## src/hw/rtl/vad_pkg.sv

```systemverilog
// ----------------------------------------------------------------------------
// vad_pkg
// Shared constants and tables for the vector angle pipeline.
// ----------------------------------------------------------------------------
package vad_pkg;

  // default configuration
  localparam int COORD_BITS_DEF      = 16;
  localparam int ANGLE_FRAC_BITS_DEF = 7;

  // queue between the classifier and the arithmetic pipeline
  localparam int QUEUE_DEPTH = 4;

  // normalized squared length lives in [2^60, 2^62)
  localparam int NORM_BITS  = 62;
  localparam int NORM_STEPS = 5;   // greedy shift steps of 16, 8, 4, 2, 1 pairs
  localparam int K_BITS     = 5;
  localparam int K_MAX      = 30;
  localparam int ROOT_BITS  = NORM_BITS / 2;
  localparam int REM_BITS   = ROOT_BITS + 3;

  // cosine quotient
  localparam int COS_FRAC   = 15;
  localparam int Q_BITS     = COS_FRAC + 2;
  localparam int QC_BITS    = COS_FRAC + 1;
  localparam int SV_BITS    = 2 * QC_BITS;
  localparam int SROOT_BITS = QC_BITS;

  // cordic
  localparam int CORDIC_STEPS = 16;
  localparam int XY_BITS      = QC_BITS + 3;
  localparam int Z_BITS       = 26;
  localparam int ZC_BITS      = 24;
  localparam int Z_FRAC       = 16;
  localparam int Z_QUARTER    = 90 * 65536;
  localparam int Z_HALF       = 180 * 65536;

  // atan(2^-i) in degrees, 16 fraction bits
  localparam logic [21:0] ATAN_DEG_Q16 [CORDIC_STEPS] = '{
    22'd2949120, 22'd1740967, 22'd919879, 22'd466945,
    22'd234379,  22'd117304,  22'd58666,  22'd29335,
    22'd14668,   22'd7334,    22'd3667,   22'd1833,
    22'd917,     22'd458,     22'd229,    22'd115
  };

  // one digit of the square root recurrence
  typedef struct packed {
    logic [REM_BITS-1:0]  rem;
    logic [ROOT_BITS-1:0] root;
  } sqr_t;

  function automatic sqr_t sqrt_step(logic [REM_BITS-1:0] rem,
                                     logic [ROOT_BITS-1:0] root,
                                     logic [1:0] pair);
    logic [REM_BITS-1:0] t;
    logic [REM_BITS-1:0] tr;
    sqr_t res;
    t  = {rem[REM_BITS-3:0], pair};
    tr = {1'b0, root, 2'b01};
    if (t >= tr) begin
      res.rem  = t - tr;
      res.root = {root[ROOT_BITS-2:0], 1'b1};
    end else begin
      res.rem  = t;
      res.root = {root[ROOT_BITS-2:0], 1'b0};
    end
    return res;
  endfunction

endpackage

```

## src/hw/rtl/vad_queue.sv

```systemverilog
// ----------------------------------------------------------------------------
// vad_queue
// Small register queue between the classifier and the arithmetic pipeline.
// ----------------------------------------------------------------------------
module vad_queue #(
  parameter int DW    = 8,
  parameter int DEPTH = vad_pkg::QUEUE_DEPTH
) (
  input  logic          clk,
  input  logic          rst_n,
  input  logic          push_valid,
  input  logic [DW-1:0] push_data,
  output logic          full,
  input  logic          pop_ready,
  output logic          pop_valid,
  output logic [DW-1:0] pop_data
);
  localparam int PW = (DEPTH > 1) ? $clog2(DEPTH) : 1;
  localparam int CW = $clog2(DEPTH + 1);

  logic [DW-1:0] mem_r [DEPTH];
  logic [PW-1:0] wr_ptr_r, wr_ptr_nxt;
  logic [PW-1:0] rd_ptr_r, rd_ptr_nxt;
  logic [CW-1:0] count_r, count_nxt;
  logic          push, pop;

  assign full      = (count_r == CW'(DEPTH));
  assign pop_valid = (count_r != '0);
  assign pop_data  = mem_r[rd_ptr_r];
  assign push      = push_valid && !full;
  assign pop       = pop_valid && pop_ready;

  // pointer and fill count update
  always_comb begin
    wr_ptr_nxt = wr_ptr_r;
    rd_ptr_nxt = rd_ptr_r;
    count_nxt  = count_r;
    if (push) begin
      wr_ptr_nxt = (wr_ptr_r == PW'(DEPTH - 1)) ? '0 : wr_ptr_r + 1'b1;
    end
    if (pop) begin
      rd_ptr_nxt = (rd_ptr_r == PW'(DEPTH - 1)) ? '0 : rd_ptr_r + 1'b1;
    end
    if (push && !pop) begin
      count_nxt = count_r + 1'b1;
    end else if (pop && !push) begin
      count_nxt = count_r - 1'b1;
    end
  end

  always_ff @(posedge clk) begin
    if (!rst_n) begin
      wr_ptr_r <= '0;
      rd_ptr_r <= '0;
      count_r  <= '0;
    end else begin
      wr_ptr_r <= wr_ptr_nxt;
      rd_ptr_r <= rd_ptr_nxt;
      count_r  <= count_nxt;
    end
  end

  // storage
  always_ff @(posedge clk) begin
    if (push) begin
      mem_r[wr_ptr_r] <= push_data;
    end
  end

endmodule

```

## config.mk

```make
export PLATFORM = sky130hd
export DESIGN_NAME = vad_queue
export DESIGN_NICKNAME = d
export VERILOG_FILES = /design/src/hw/rtl/vad_pkg.sv /design/src/hw/rtl/vad_queue.sv
export SDC_FILE = /design/constraint.sdc
export NUM_CORES = 1
export LEC_CHECK = 0
export ABC_AREA = 1
export BUFFER_PORTS_ARGS = -buffer_cell sky130_fd_sc_hd__clkbuf_2
export CORE_ASPECT_RATIO = 1.1
export CORE_MARGIN = 5
export CORE_UTILIZATION = 56
export DETAILED_ROUTE_END_ITERATION = 12
export PLACE_DENSITY = 0.78
export SLEW_MARGIN = 20
export SYNTH_ARGS = -nofsm -noshare
export SYNTH_HDL_FRONTEND = slang
export SYNTH_SLANG_ARGS = --single-unit
```

## constraint.sdc

```tcl
create_clock -name clk -period 2.27 [get_ports clk]
set_clock_uncertainty 0.2 [all_clocks]
set_input_delay 0.5675 -clock clk [delete_from_list [all_inputs] [get_ports clk]]
set_output_delay 0.5675 -clock clk [all_outputs]
set_load 0.005 [all_outputs]
```

==> results of run 1 <==
through the flow:
stage | util (%) | hold slack, ps
2_1_floorplan | - | 280
3_3_place_gp | 62.4 | 295
3_5_place_dp | 62.4 | 312
4_1_cts | 64.1 | 224
5_1_grt | 64.2 | 215
6_report | 64.2 | 239
report_power, final:
group	leakage (nW)	total [mW]	internal, mW	switching (mW)
combinational	0.389	0.672	0.271	0.402
clock	0.0269	0.327	0.119	0.208
sequential	0.369	1.03	0.937	0.0887
total	0.784	2.03	1.33	0.699
sequential cells by signal, summed over array words and instances (netlist names), named ones only:
signal / count
mem_r: 32
count_r: 3
rd_ptr_r: 2
wr_ptr_r: 2
timing repair:
item / 4_1_cts / 5_1_grt
endpoints found under the setup margin: 8 / 6
pin swaps: 0 / 0
hold buffers: 0 / 0
resized for setup: 2 / 3
kinds of logic after synthesis:
family | count (synthesis)
and+or+nand+nor | 51
AOI/OAI and AO/OA | 28
DFF | 41
adders and majority gates | 7
buffers and inverters | 20
Yosys cell counts:
master     n
buf_6      2
o21ai_1    1
edfxtp_1  32
nand2_2    1
fa_1       1
inv_1     17
nand2_1   14
ha_1       6
nand4_1    1
o22ai_1    8
nand3b_1   1
nor2_1    33
inv_2      1
nand3_1    1
dfxtp_1    9
o21ai_2    3
o21ai_0   14
a21oi_1    2
cells in the final DEF (no fill, tap or decap):
master    count
edfxtp_1     32
buf_4         5
dfxtp_1       7
dfxtp_2       1
inv_2         2
clkinv_1      1
clkbuf_1      2
o21ai_1       2
fa_1          1
o21ai_2       3
nand2_2       1
dfxtp_4       1
o22ai_1       8
inv_1        16
o21ai_0      13
nand3_1       1
nor2_1       33
nand2_1      14
clkbuf_4      5
nand4_1       1
clkbuf_2     21
nand3b_1      1
a21oi_1       2
ha_1          6
area by class of cell:
class / instances / area [um2] / area share, %
sequential: 41 / 1150 / 60.1
multi-input combinational: 86 / 458 / 24.0
timing repair buffer: 26 / 143 / 7.49
inverter: 18 / 67.6 / 3.55
clock buffer: 7 / 45.0 / 2.36
tap: 34 / 42.5 / 2.23
clock inverter: 1 / 3.75 / 0.197
worst max-delay path, stage by stage (launching register included):
cell	delay [ps]
dfxtp_4	400
inv_2	220
o21ai_0	130
o22ai_1	170
clkbuf_2	150
layer usage:
metal	share of wire (%)	global-route usage (%)	wire length (um)	vias to the layer above
li1	-	-	-	565
met1	40	15.7	1170	532
met2	54	28.5	1580	27
met3	4.3	3.99	127	7
met4	2.0	7.43	60	0
met5	0	0	0	-
path summary, 6_finish.rpt:
path / slack (ps) / cells after the start / to
setup reg to reg: 180 / 13 / count_r[2]$_SDFFE_PN0P_
setup / recovery: 90 / 4 / pop_data[7]
hold reg to reg: 320 / 2 / count_r[0]$_SDFFE_PN0P_
hold / removal: 240 / 1 / mem_r[3][1]$_DFFE_PP_
==> summary.md, run 1 <==
| Metric | Value |
|---|---|
| Status | complete, no violations |
| Worst Path Required | 1500 ps |
| GR Util All Layers | 15.2% |
| Initial cell density of the core | 56.9% |
| Layout area overhead | 12.8% |
| Dpl ws | 144 ps |
| Pwr dens | 1060 nW/um2 |
| RSZ-0062 raised after global routing | no |
| DRT iter0 DRCs | 48 |
| Largest family of logic cells by synthesized area | simple AND/OR/NAND/NOR gates |
| Die Width | 62.4 um |
| Setup_tns | 0 ps |
| RePlAce Congestion | 0.896 |
| Detailed Route WL | 2.94 mm |
| Number of buffers created by CTS | 5 |
| Hold Vio Cnt, Final | 0 |
| Worst Path Arrival | 1410 ps |
| I/O Pins | 22 |
| Final setup fails | 0 |
| Root buffer cell | clkbuf_4 |
| Placed Cells | 205 |
| Worst VDD drop | 0.780 mV |
| Pin count of the biggest net entering global routing | 17 |
| Rel. slew slack | 82.7% |
| Final period util | 96.1% |
| CTS tree | yes |
| Syn Nets | 166 |
| Simple-Gate Fraction of Synth Area | 11.9% |
| Die H | 67.6 um |
| Drt wl/cell | 13.8 um |
| Clock Latency Late Sink | 340 ps |
| Distinct cells, synth | 18 |
| Adder-cell area share of the yosys netlist | 5.63% |
| Area leader, netlist | edfxtp_1 |
| Fillers | 228 |
| Startpoint Class | flop |
| Remaining Overflow, GRT | 0 |
| Core ar. | 2970 um2 |
| DR vias | 1,131 |
| Ys Warns | 0 |
| Slew @ Worst Pin | 259 ps |
| Port bufs | 21 |
| Static Leak | 0.784 nW |
| Drt pass-1 iters | 4 |
| First-pass GRT wire length | 4.89 mm |
| Post-route ant nets | 0 |
| Syn Area/Cell | 11.5 um2 |
| Gate Count Post-Synth | 147 |
| Max Freq | 459 MHz |
| Type of destination of the critical path | output port |
| Synth Register Bits | 41 |
| Net count, final | 197 |
| Multiplexer share of the synthesized area | 0% |
| Post-Synth XOR/XNOR Area | 0% |
| Final cell count without fillers | 213 |
| Total power | 2.03 mW |
| DRC violations left | 0 |
| Final Instance Area | 1910 um2 |
| Critical-path maximum fanout | 16 |
| Fin crit period | 2180 ps |
| Worst hold path type | in -> reg |
| Max cap viols | 0 |
| # Post-CTS Setup Buffers | 0 |
| Cell area after technology mapping | 1690 um2 |
| HPWL Detailed | 2.12 mm |
| Layout cells sized above 1 | 21.8% |
| R2r startpoint | count_r[1]$_SDFFE_PN0P_ |
| Setup CP Type | reg -> out |
| FP Rows | 21 |
| Die area | 4220 um2 |
| Hold path startpoint | push_data[1] |
| Longest Clk Path Bufs | 2 |
| Fin. max-slew vios | 0 |
| Synth top area share | 56.9% |
| Worst setup margin | 89.3 ps |
| Vias in the first global route | 1,135 |
| H-tree Lvls | 2 |
| Compound-Gate Fraction of Synth Area | 9.56% |
| # diodes | 0 |
| CTS Sinks | 41 |
| DR vias/cell | 5.31 |
| Synth top area cells | edfxtp_1, dfxtp_1, nor2_1 |
| Antenna violations before repair | 0 |
| Worst-path clk slew | 110 ps |
| Sequential area share after synthesis | 67.6% |
| DP Area | 1850 um2 |
(Power assumes the default switching activity.)
==> run 2, diff against run 1 <==
ABC_AREA = default   (was 1)
CORE_ASPECT_RATIO = 0.6   (was 1.1)
CORE_UTILIZATION = 55   (was 56)
PLACE_DENSITY = 0.77   (was 0.78)
==> run 2 against run 1 <==
- cell count shrank 21%
- via count shrank 23%
- maximum frequency shrank 2.0%
- non-clock buffer count grew 4
- clock power grew 33%
- synthesized cell count shrank 37%
- die area shrank 0.52%
- largest cell class unchanged
==> summary.md, run 2 <==
| Metric | Value |
|---|---|
| Status | complete, no violations |
| Net count, final | 145 (-26%) |
| Worst Path Arrival | 2240 ps (+830 ps) |
| I/O Pins | 22 (unchanged) |
| Core ar. | 2850 um2 (-3.9%) |
| Synth top area share | 58.9% (+2.0 points) |
| Detailed Route WL | 2.76 mm (-5.9%) |
| CTS tree | yes |
| Type of destination of the critical path | flop |
| Drt pass-1 iters | 4 (unchanged) |
| # diodes | 0 (unchanged) |
| H-tree Lvls | 2 (unchanged) |
| Max Freq | 450 MHz (-2.0%) |
| Commonest non-fill, non-tap cell in the layout | edfxtp_1 |
| Final cell count without fillers | 169 (-21%) |
| RePlAce Congestion | 0.812 (-9.4%) |
| Longest Clk Path Bufs | 2 (unchanged) |
| Worst VDD drop | 0.486 mV (-38%) |
| Dpl ws | -226 ps (-370 ps) |
| Synth top cells by count | edfxtp_1, dfxtp_1, mux4_2 |
| Static Leak | 0.727 nW (-7.3%) |
| DP Area | 1850 um2 (-0.34%) |
| Critical path, cell by cell | nor3b_2, nor2b_2, ha_4, inv_1, fa_2, xor2_1, or3_2, a21boi_2 |
| Fin crit period | 2220 ps (+43.7 ps) |
| Fillers | 212 (-7.0%) |
| Layout cells sized above 1 | 41.7% (+20 points) |
| Setup_tns | 0 ps (unchanged) |
| Distinct cells, synth | 23 (+5) |
| DR vias/cell | 5.17 (-2.7%) |
| Post-route ant nets | 0 (unchanged) |
| EDFF count, synth | 32 (unchanged) |
| Die Width | 80.3 um (+29%) |
| Area leader, netlist | edfxtp_1 |
| Port bufs | 21 (unchanged) |
| GR Util All Layers | 15.7% (+0.55 points) |
| Slew @ Worst Pin | 423 ps (+164 ps) |
| Startpoint Class | flop |
| Setup CP Type | reg -> reg |
| Hold path startpoint | push_data[4] |
| Most frequent cells in the layout | edfxtp_1, clkbuf_2, mux4_2, buf_4 |
| Placed Cells | 159 (-22%) |
| RSZ-0062 raised after global routing | yes |
| Rel. slew slack | 71.8% (-11 points) |
| Sequential area share after synthesis | 69.9% (+2.3 points) |
| Cell area after technology mapping | 1630 um2 (-3.3%) |
| Hold Vio Cnt, Final | 0 (unchanged) |
| Gate Count Post-Synth | 93 (-37%) |
| Regs by FF count | mem_r: 32 flops, count_r: 3 flops |
| Final setup fails | 0 (unchanged) |
| Worst hold path type | in -> reg |
| Worst setup margin | 45.6 ps (-43.7 ps) |
| Initial cell density of the core | 57.2% (+0.35 points) |
| Max cap viols | 0 (unchanged) |
| Register area | 1140 um2 (-0.11%) |
| DRC violations left | 0 (unchanged) |
| Number of buffers created by CTS | 5 (unchanged) |
| Max reg flops | 32 (unchanged) |
| DR vias | 873 (-23%) |
| Remaining Overflow, GRT | 0 (unchanged) |
| Layout area overhead | 20.2% |
| Fin. max-slew vios | 0 (unchanged) |
| Footprint of the multi-input gates | 498 um2 (+8.7%) |
| Top-count cell post-synth | edfxtp_1 |
| Worst-path clk slew | 70 ps (-40 ps) |
| Syn Nets | 112 (-33%) |
| Reg with most FFs | mem_r |
| Die area | 4190 um2 (-0.52%) |
| Crit. Startpoint | count_r[2]$_SDFFE_PN0P_ |
| Slowest-stage cell, CP | or3_2 |
| Root buffer cell | clkbuf_8 |
| DRT iter0 DRCs | 49 (+2.1%) |
| Main flop type after synthesis | edfxtp_1 |
| Vias in the first global route | 921 (-19%) |
| Drt wl/cell | 16.3 um (+19%) |
| First-pass GRT wire length | 4.61 mm (-5.8%) |
| CTS Sinks | 41 (unchanged) |
| Pwr dens | 1030 nW/um2 (-2.7%) |
| Final core utilization | 68.8% (+4.6 points) |
| Synth top area cells | edfxtp_1, dfxtp_1, mux4_2 |
| Ys Warns | 0 (unchanged) |
| Syn Area/Cell | 17.6 um2 (+53%) |
| R2r startpoint | count_r[2]$_SDFFE_PN0P_ |
| Antenna violations before repair | 0 (unchanged) |
| HPWL Detailed | 2.04 mm (-3.8%) |
| FP Rows | 15 (-29%) |
| Synth Register Bits | 41 (unchanged) |
| Clock Latency Late Sink | 280 ps (-60 ps) |
| Worst Path Required | 2290 ps (+790 ps) |
| Die H | 52.2 um (-23%) |
| Final Instance Area | 1960 um2 (+3.0%) |
| Pin count of the biggest net entering global routing | 13 (-4) |
| Critical-path maximum fanout | 5 (-11) |
| Slowest stage delay, CP | 420 ps (+20 ps) |
| Final period util | 98.0% (+1.9 points) |
| CTS Hold Buffers Added | 0 (unchanged) |
| Fraction of registers with async set/reset | 0% (unchanged) |
run 2: cell count changes in the layout (fill, tap and decap cells not counted), moves of 3 or more:
cell	delta
o21ai_0	-10
mux2i_1	+3
mux4_2	+8
buf_4	+3
clkbuf_8	+5
nand2_1	-8
and2_1	+5
clkbuf_4	-5
inv_1	-13
nor2_1	-31
o22ai_1	-8
o21ai_2	-3
run 2: metrics by stage:
step,hold WS (ps),power (mW)
finish,297,2.03
global placement,282,1.55
floorplan,268,1.36
global route,288,2.16
detailed placement,310,1.59
CTS,290,2.04
run 2: what timing repair did:
item                                    4_1_cts  5_1_grt
endpoints found under the setup margin        1        9
setup buffers                                 1        1
pin swaps                                     0        1
gates resized for setup                       2        5
run 2: worst paths after layout:
path         slack (ps)  cells after the start                  endpoint
max                  50                      8   count_r[2]$_SDFFE_PN0P_
min                 300                      1     mem_r[0][4]$_DFFE_PP_
max reg2reg          50                      8   count_r[2]$_SDFFE_PN0P_
min reg2reg         310                      2  wr_ptr_r[1]$_SDFFE_PN0P_
run 2: area by class of cell:
class                   count  share of cell area (%)
repair buffers             30                    8.99
clock buffers               7                    3.89
multi-input cells          45                    25.4
clock inverters             1                   0.191
flip-flops and latches     41                    58.3
well taps                  42                    2.68
inverters                   3                   0.574
run 2: cell families (layout without fill, tap and decap cells):
kind of cell	after synthesis	in the layout	share of synthesized area (%)
AO/OA/AOI/OAI	5	5	1.84
XOR/XNOR	2	2	1.07
adder cells (fa/ha/maj)	7	7	5.82
buffers and inverters	7	41	1.76
flip-flops	41	41	69.9
multiplexers	11	11	12.9
AND/OR/NAND/NOR	20	20	6.74
run 2: power breakdown:
part / switching (mW) / total (mW) / internal (mW) / leakage [nW]
registers: 0.0747 / 1.00 / 0.928 / 0.368
clock network: 0.220 / 0.434 / 0.214 / 0.0399
logic: 0.258 / 0.593 / 0.335 / 0.319
total: 0.553 / 2.03 / 1.48 / 0.727
run 2: per-layer routing:
metal	wire length [um]	track usage (%)
met5	0	0
met2	1360	25.8
met3	168	5.15
met1	1190	19.5
met4	51	6.18
run 2: worst max-delay path: cells and delay by family, from the launching register on:
kind,cells,cell delay [ps]
and+or+nand+nor,3,770
xor gates and xnor gates,1,170
DFF,1,350
adders and majority gates,2,490
buffers and inverters,1,50
AOI/OAI and AO/OA,1,130
==> run 3, diff against run 2 <==
GPL_ROUTABILITY_DRIVEN = 0   (was default)
MAX_ROUTING_LAYER = met4   (was default)
==> run 3 against run 2 <==
- non-clock buffer count stayed put
- largest cell class unchanged
- utilization stayed put
- worst hold slack better by 0.56 ps
- worst setup slack hardly changed
- highest routed layer unchanged
- critical path type unchanged
==> summary.md, run 3 (same netlist as run 2, synthesis figures left out) <==
| Metric | Value |
|---|---|
| Status | complete, no violations |
| Static Leak | 0.727 nW (unchanged) |
| Root buffer cell | clkbuf_8 |
| Pin count of the biggest net entering global routing | 13 (unchanged) |
| Worst Path Arrival | 2240 ps (about the same) |
| Most frequent cells in the layout | edfxtp_1, clkbuf_2, mux4_2, buf_4 |
| R2R depth | 8 (unchanged) |
| Final period util | 98.0% (about the same) |
| DR vias | 871 (-0.23%) |
| Worst hold path type | in -> reg |
| Type of destination of the critical path | flop |
| Clock Latency Late Sink | 280 ps (about the same) |
| Worst VDD drop | 0.487 mV (+0.25%) |
| Sequential fraction of design power | 49.4% (about the same) |
| GR Util All Layers | 16.3% (+0.55 points) |
| R2R Path End | count_r[2]$_SDFFE_PN0P_ |
| Net count, final | 145 (unchanged) |
| CTS tree | yes |
| Post-route ant nets | 0 (unchanged) |
| Layout cells sized above 1 | 41.7% (unchanged) |
| Delay-heaviest family, CP | simple AND/OR/NAND/NOR gates |
| Total power | 2.03 mW (about the same) |
| Max cap viols | 0 (unchanged) |
| Final Instance Area | 1960 um2 (unchanged) |
| Crit. Startpoint | count_r[2]$_SDFFE_PN0P_ |
| Comb power frac | 29.2% (about the same) |
| Max Freq | 450 MHz (unchanged) |
| Commonest non-fill, non-tap cell in the layout | edfxtp_1 |
| Startpoint Class | flop |
| DR vias/cell | 5.15 (-0.23%) |
| Die area | 4190 um2 (unchanged) |
| Layout area overhead | 20.2% (unchanged) |
| Remaining Overflow, GRT | 0 (unchanged) |
| Clock power frac | 21.4% (about the same) |
| Fin. max-slew vios | 0 (unchanged) |
| Detailed Route WL | 2.77 mm (+0.40%) |
| Critical path, cell by cell | nor3b_2, nor2b_2, ha_4, inv_1, fa_2, xor2_1, or3_2, a21boi_2 |
| Vias in the first global route | 920 (-0.11%) |
| Int Pwr | 1.48 mW (about the same) |
| Slowest stage delay, CP | 420 ps (about the same) |
| Sw frac | 27.3% (about the same) |
| RSZ-0062 raised after global routing | yes |
| Number of buffers created by CTS | 5 (unchanged) |
| CTS Sinks | 41 (unchanged) |
| Critical path buffer and inverter count | 1 (unchanged) |
| H-tree Lvls | 2 (unchanged) |
| Antenna violations before repair | 0 (unchanged) |
| Longest Clk Path Bufs | 2 (unchanged) |
| Pwr dens | 1030 nW/um2 (about the same) |
| Port bufs | 21 (unchanged) |
| Worst Path Required | 2290 ps (about the same) |
| WHS | 297 ps (+0.560 ps) |
| DRC violations left | 0 (unchanged) |
| DRT iter0 DRCs | 47 (-4.1%) |
| Crit. path cell count | 8 (unchanged) |
| Max reg flops | 32 (unchanged) |
| Fin crit period | 2220 ps (-0.000300 ps) |
| R2r startpoint | count_r[2]$_SDFFE_PN0P_ |
| Reg2reg setup slack | 50 ps (about the same) |
| HPWL Detailed | 2.04 mm (unchanged) |
| Reg with most FFs | mem_r |
| Initial cell density of the core | 57.2% (unchanged) |
| Final setup fails | 0 (unchanged) |
| Worst-path clk slew | 70 ps (about the same) |
| Die Width | 80.3 um (unchanged) |
| P_sw | 0.554 mW (+0.10%) |
| DP Area | 1850 um2 (unchanged) |
| Drt pass-1 iters | 4 (unchanged) |
| Drt wl/cell | 16.4 um (+0.40%) |
| Hold Vio Cnt, Final | 0 (unchanged) |
| Slew @ Worst Pin | 432 ps (+8.81 ps) |
| # diodes | 0 (unchanged) |
| FP Rows | 15 (unchanged) |
| Core ar. | 2850 um2 (unchanged) |
| Worst Setup EP | count_r[2]$_SDFFE_PN0P_ |
| Slowest-stage cell, CP | or3_2 |
| Die H | 52.2 um (unchanged) |
| Setup CP Type | reg -> reg |
| Rel. slew slack | 71.2% (-0.59 points) |
| Critical-path maximum fanout | 5 (unchanged) |
| Regs by FF count | mem_r: 32 flops, count_r: 3 flops |
| First-pass GRT wire length | 4.62 mm (+0.15%) |
| I/O Pins | 22 (unchanged) |
[run 3: cell counts in the layout (fill, tap and decap cells not counted)]
No cell type changed its count.
[run 3: cell type report]
class | instances | area, um2
Tap cell | 42 | 52.6
Timing Repair Buffer | 30 | 176
Sequential cell | 41 | 1140
Clock inverter | 1 | 3.75
Multi-Input combinational cell | 45 | 498
Clock buffer | 7 | 76.3
Inverter | 3 | 11.3
Fill cell | 212 | 890
[run 3: power groups by stage]
stage                     sequential, mW  combinational (mW)  clock, mW
after floorplan                    0.987               0.374          0
final                               1.00               0.594      0.434
after detailed placement            1.01               0.580          0
after global placement             0.998               0.549          0
after CTS                          0.999               0.593      0.448
after global routing                1.02               0.659      0.487
[run 3: per-stage QoR]
stage | utilization, % | setup slack, ps | setup TNS (ps) | std cells
CTS | 68.2 | 0.338 | 0 | 168
global placement | 64.7 | -102 | -102 | 159
finish | 68.8 | 45.6 | 0 | 169
global route | 68.8 | -38.6 | -38.6 | 169
floorplan | - | 10.3 | 0 | 93
detailed placement | 64.7 | -226 | -226 | 159
[run 3: worst min-delay path by stage]
stage,startpoint,end,depth (start not counted)
finish,push_data[4],mem_r[0][4]$_DFFE_PP_,1
detailed placement,wr_ptr_r[1]$_SDFFE_PN0P_,wr_ptr_r[1]$_SDFFE_PN0P_,2
CTS,push_data[4],mem_r[1][4]$_DFFE_PP_,1
floorplan,wr_ptr_r[1]$_SDFFE_PN0P_,wr_ptr_r[1]$_SDFFE_PN0P_,2
global route,push_data[4],mem_r[0][4]$_DFFE_PP_,1
global placement,wr_ptr_r[1]$_SDFFE_PN0P_,wr_ptr_r[1]$_SDFFE_PN0P_,2
[run 3: worst reg2reg max path, cell delays in order (launching register included)]
cell	delay (ps)
dfxtp_2	350
nor3b_2	170
nor2b_2	180
ha_4	160
inv_1	50
fa_2	330
xor2_1	170
or3_2	420
a21boi_2	130
[run 3: per-layer routing]
layer | part of all wire, % | GRT usage, %
met4 | 1.8 | 5.34
met1 | 43 | 19.5
met2 | 49 | 25.8
met5 | 0 | -
met3 | 6.5 | 6.19
[run 3: repair_timing]
item                                    in CTS  in global routing
setup buffers                                1                  1
pin swaps                                    0                  1
hold buffers                                 0                  0
endpoints found under the setup margin       1                  9
gates resized for setup                      2                  5
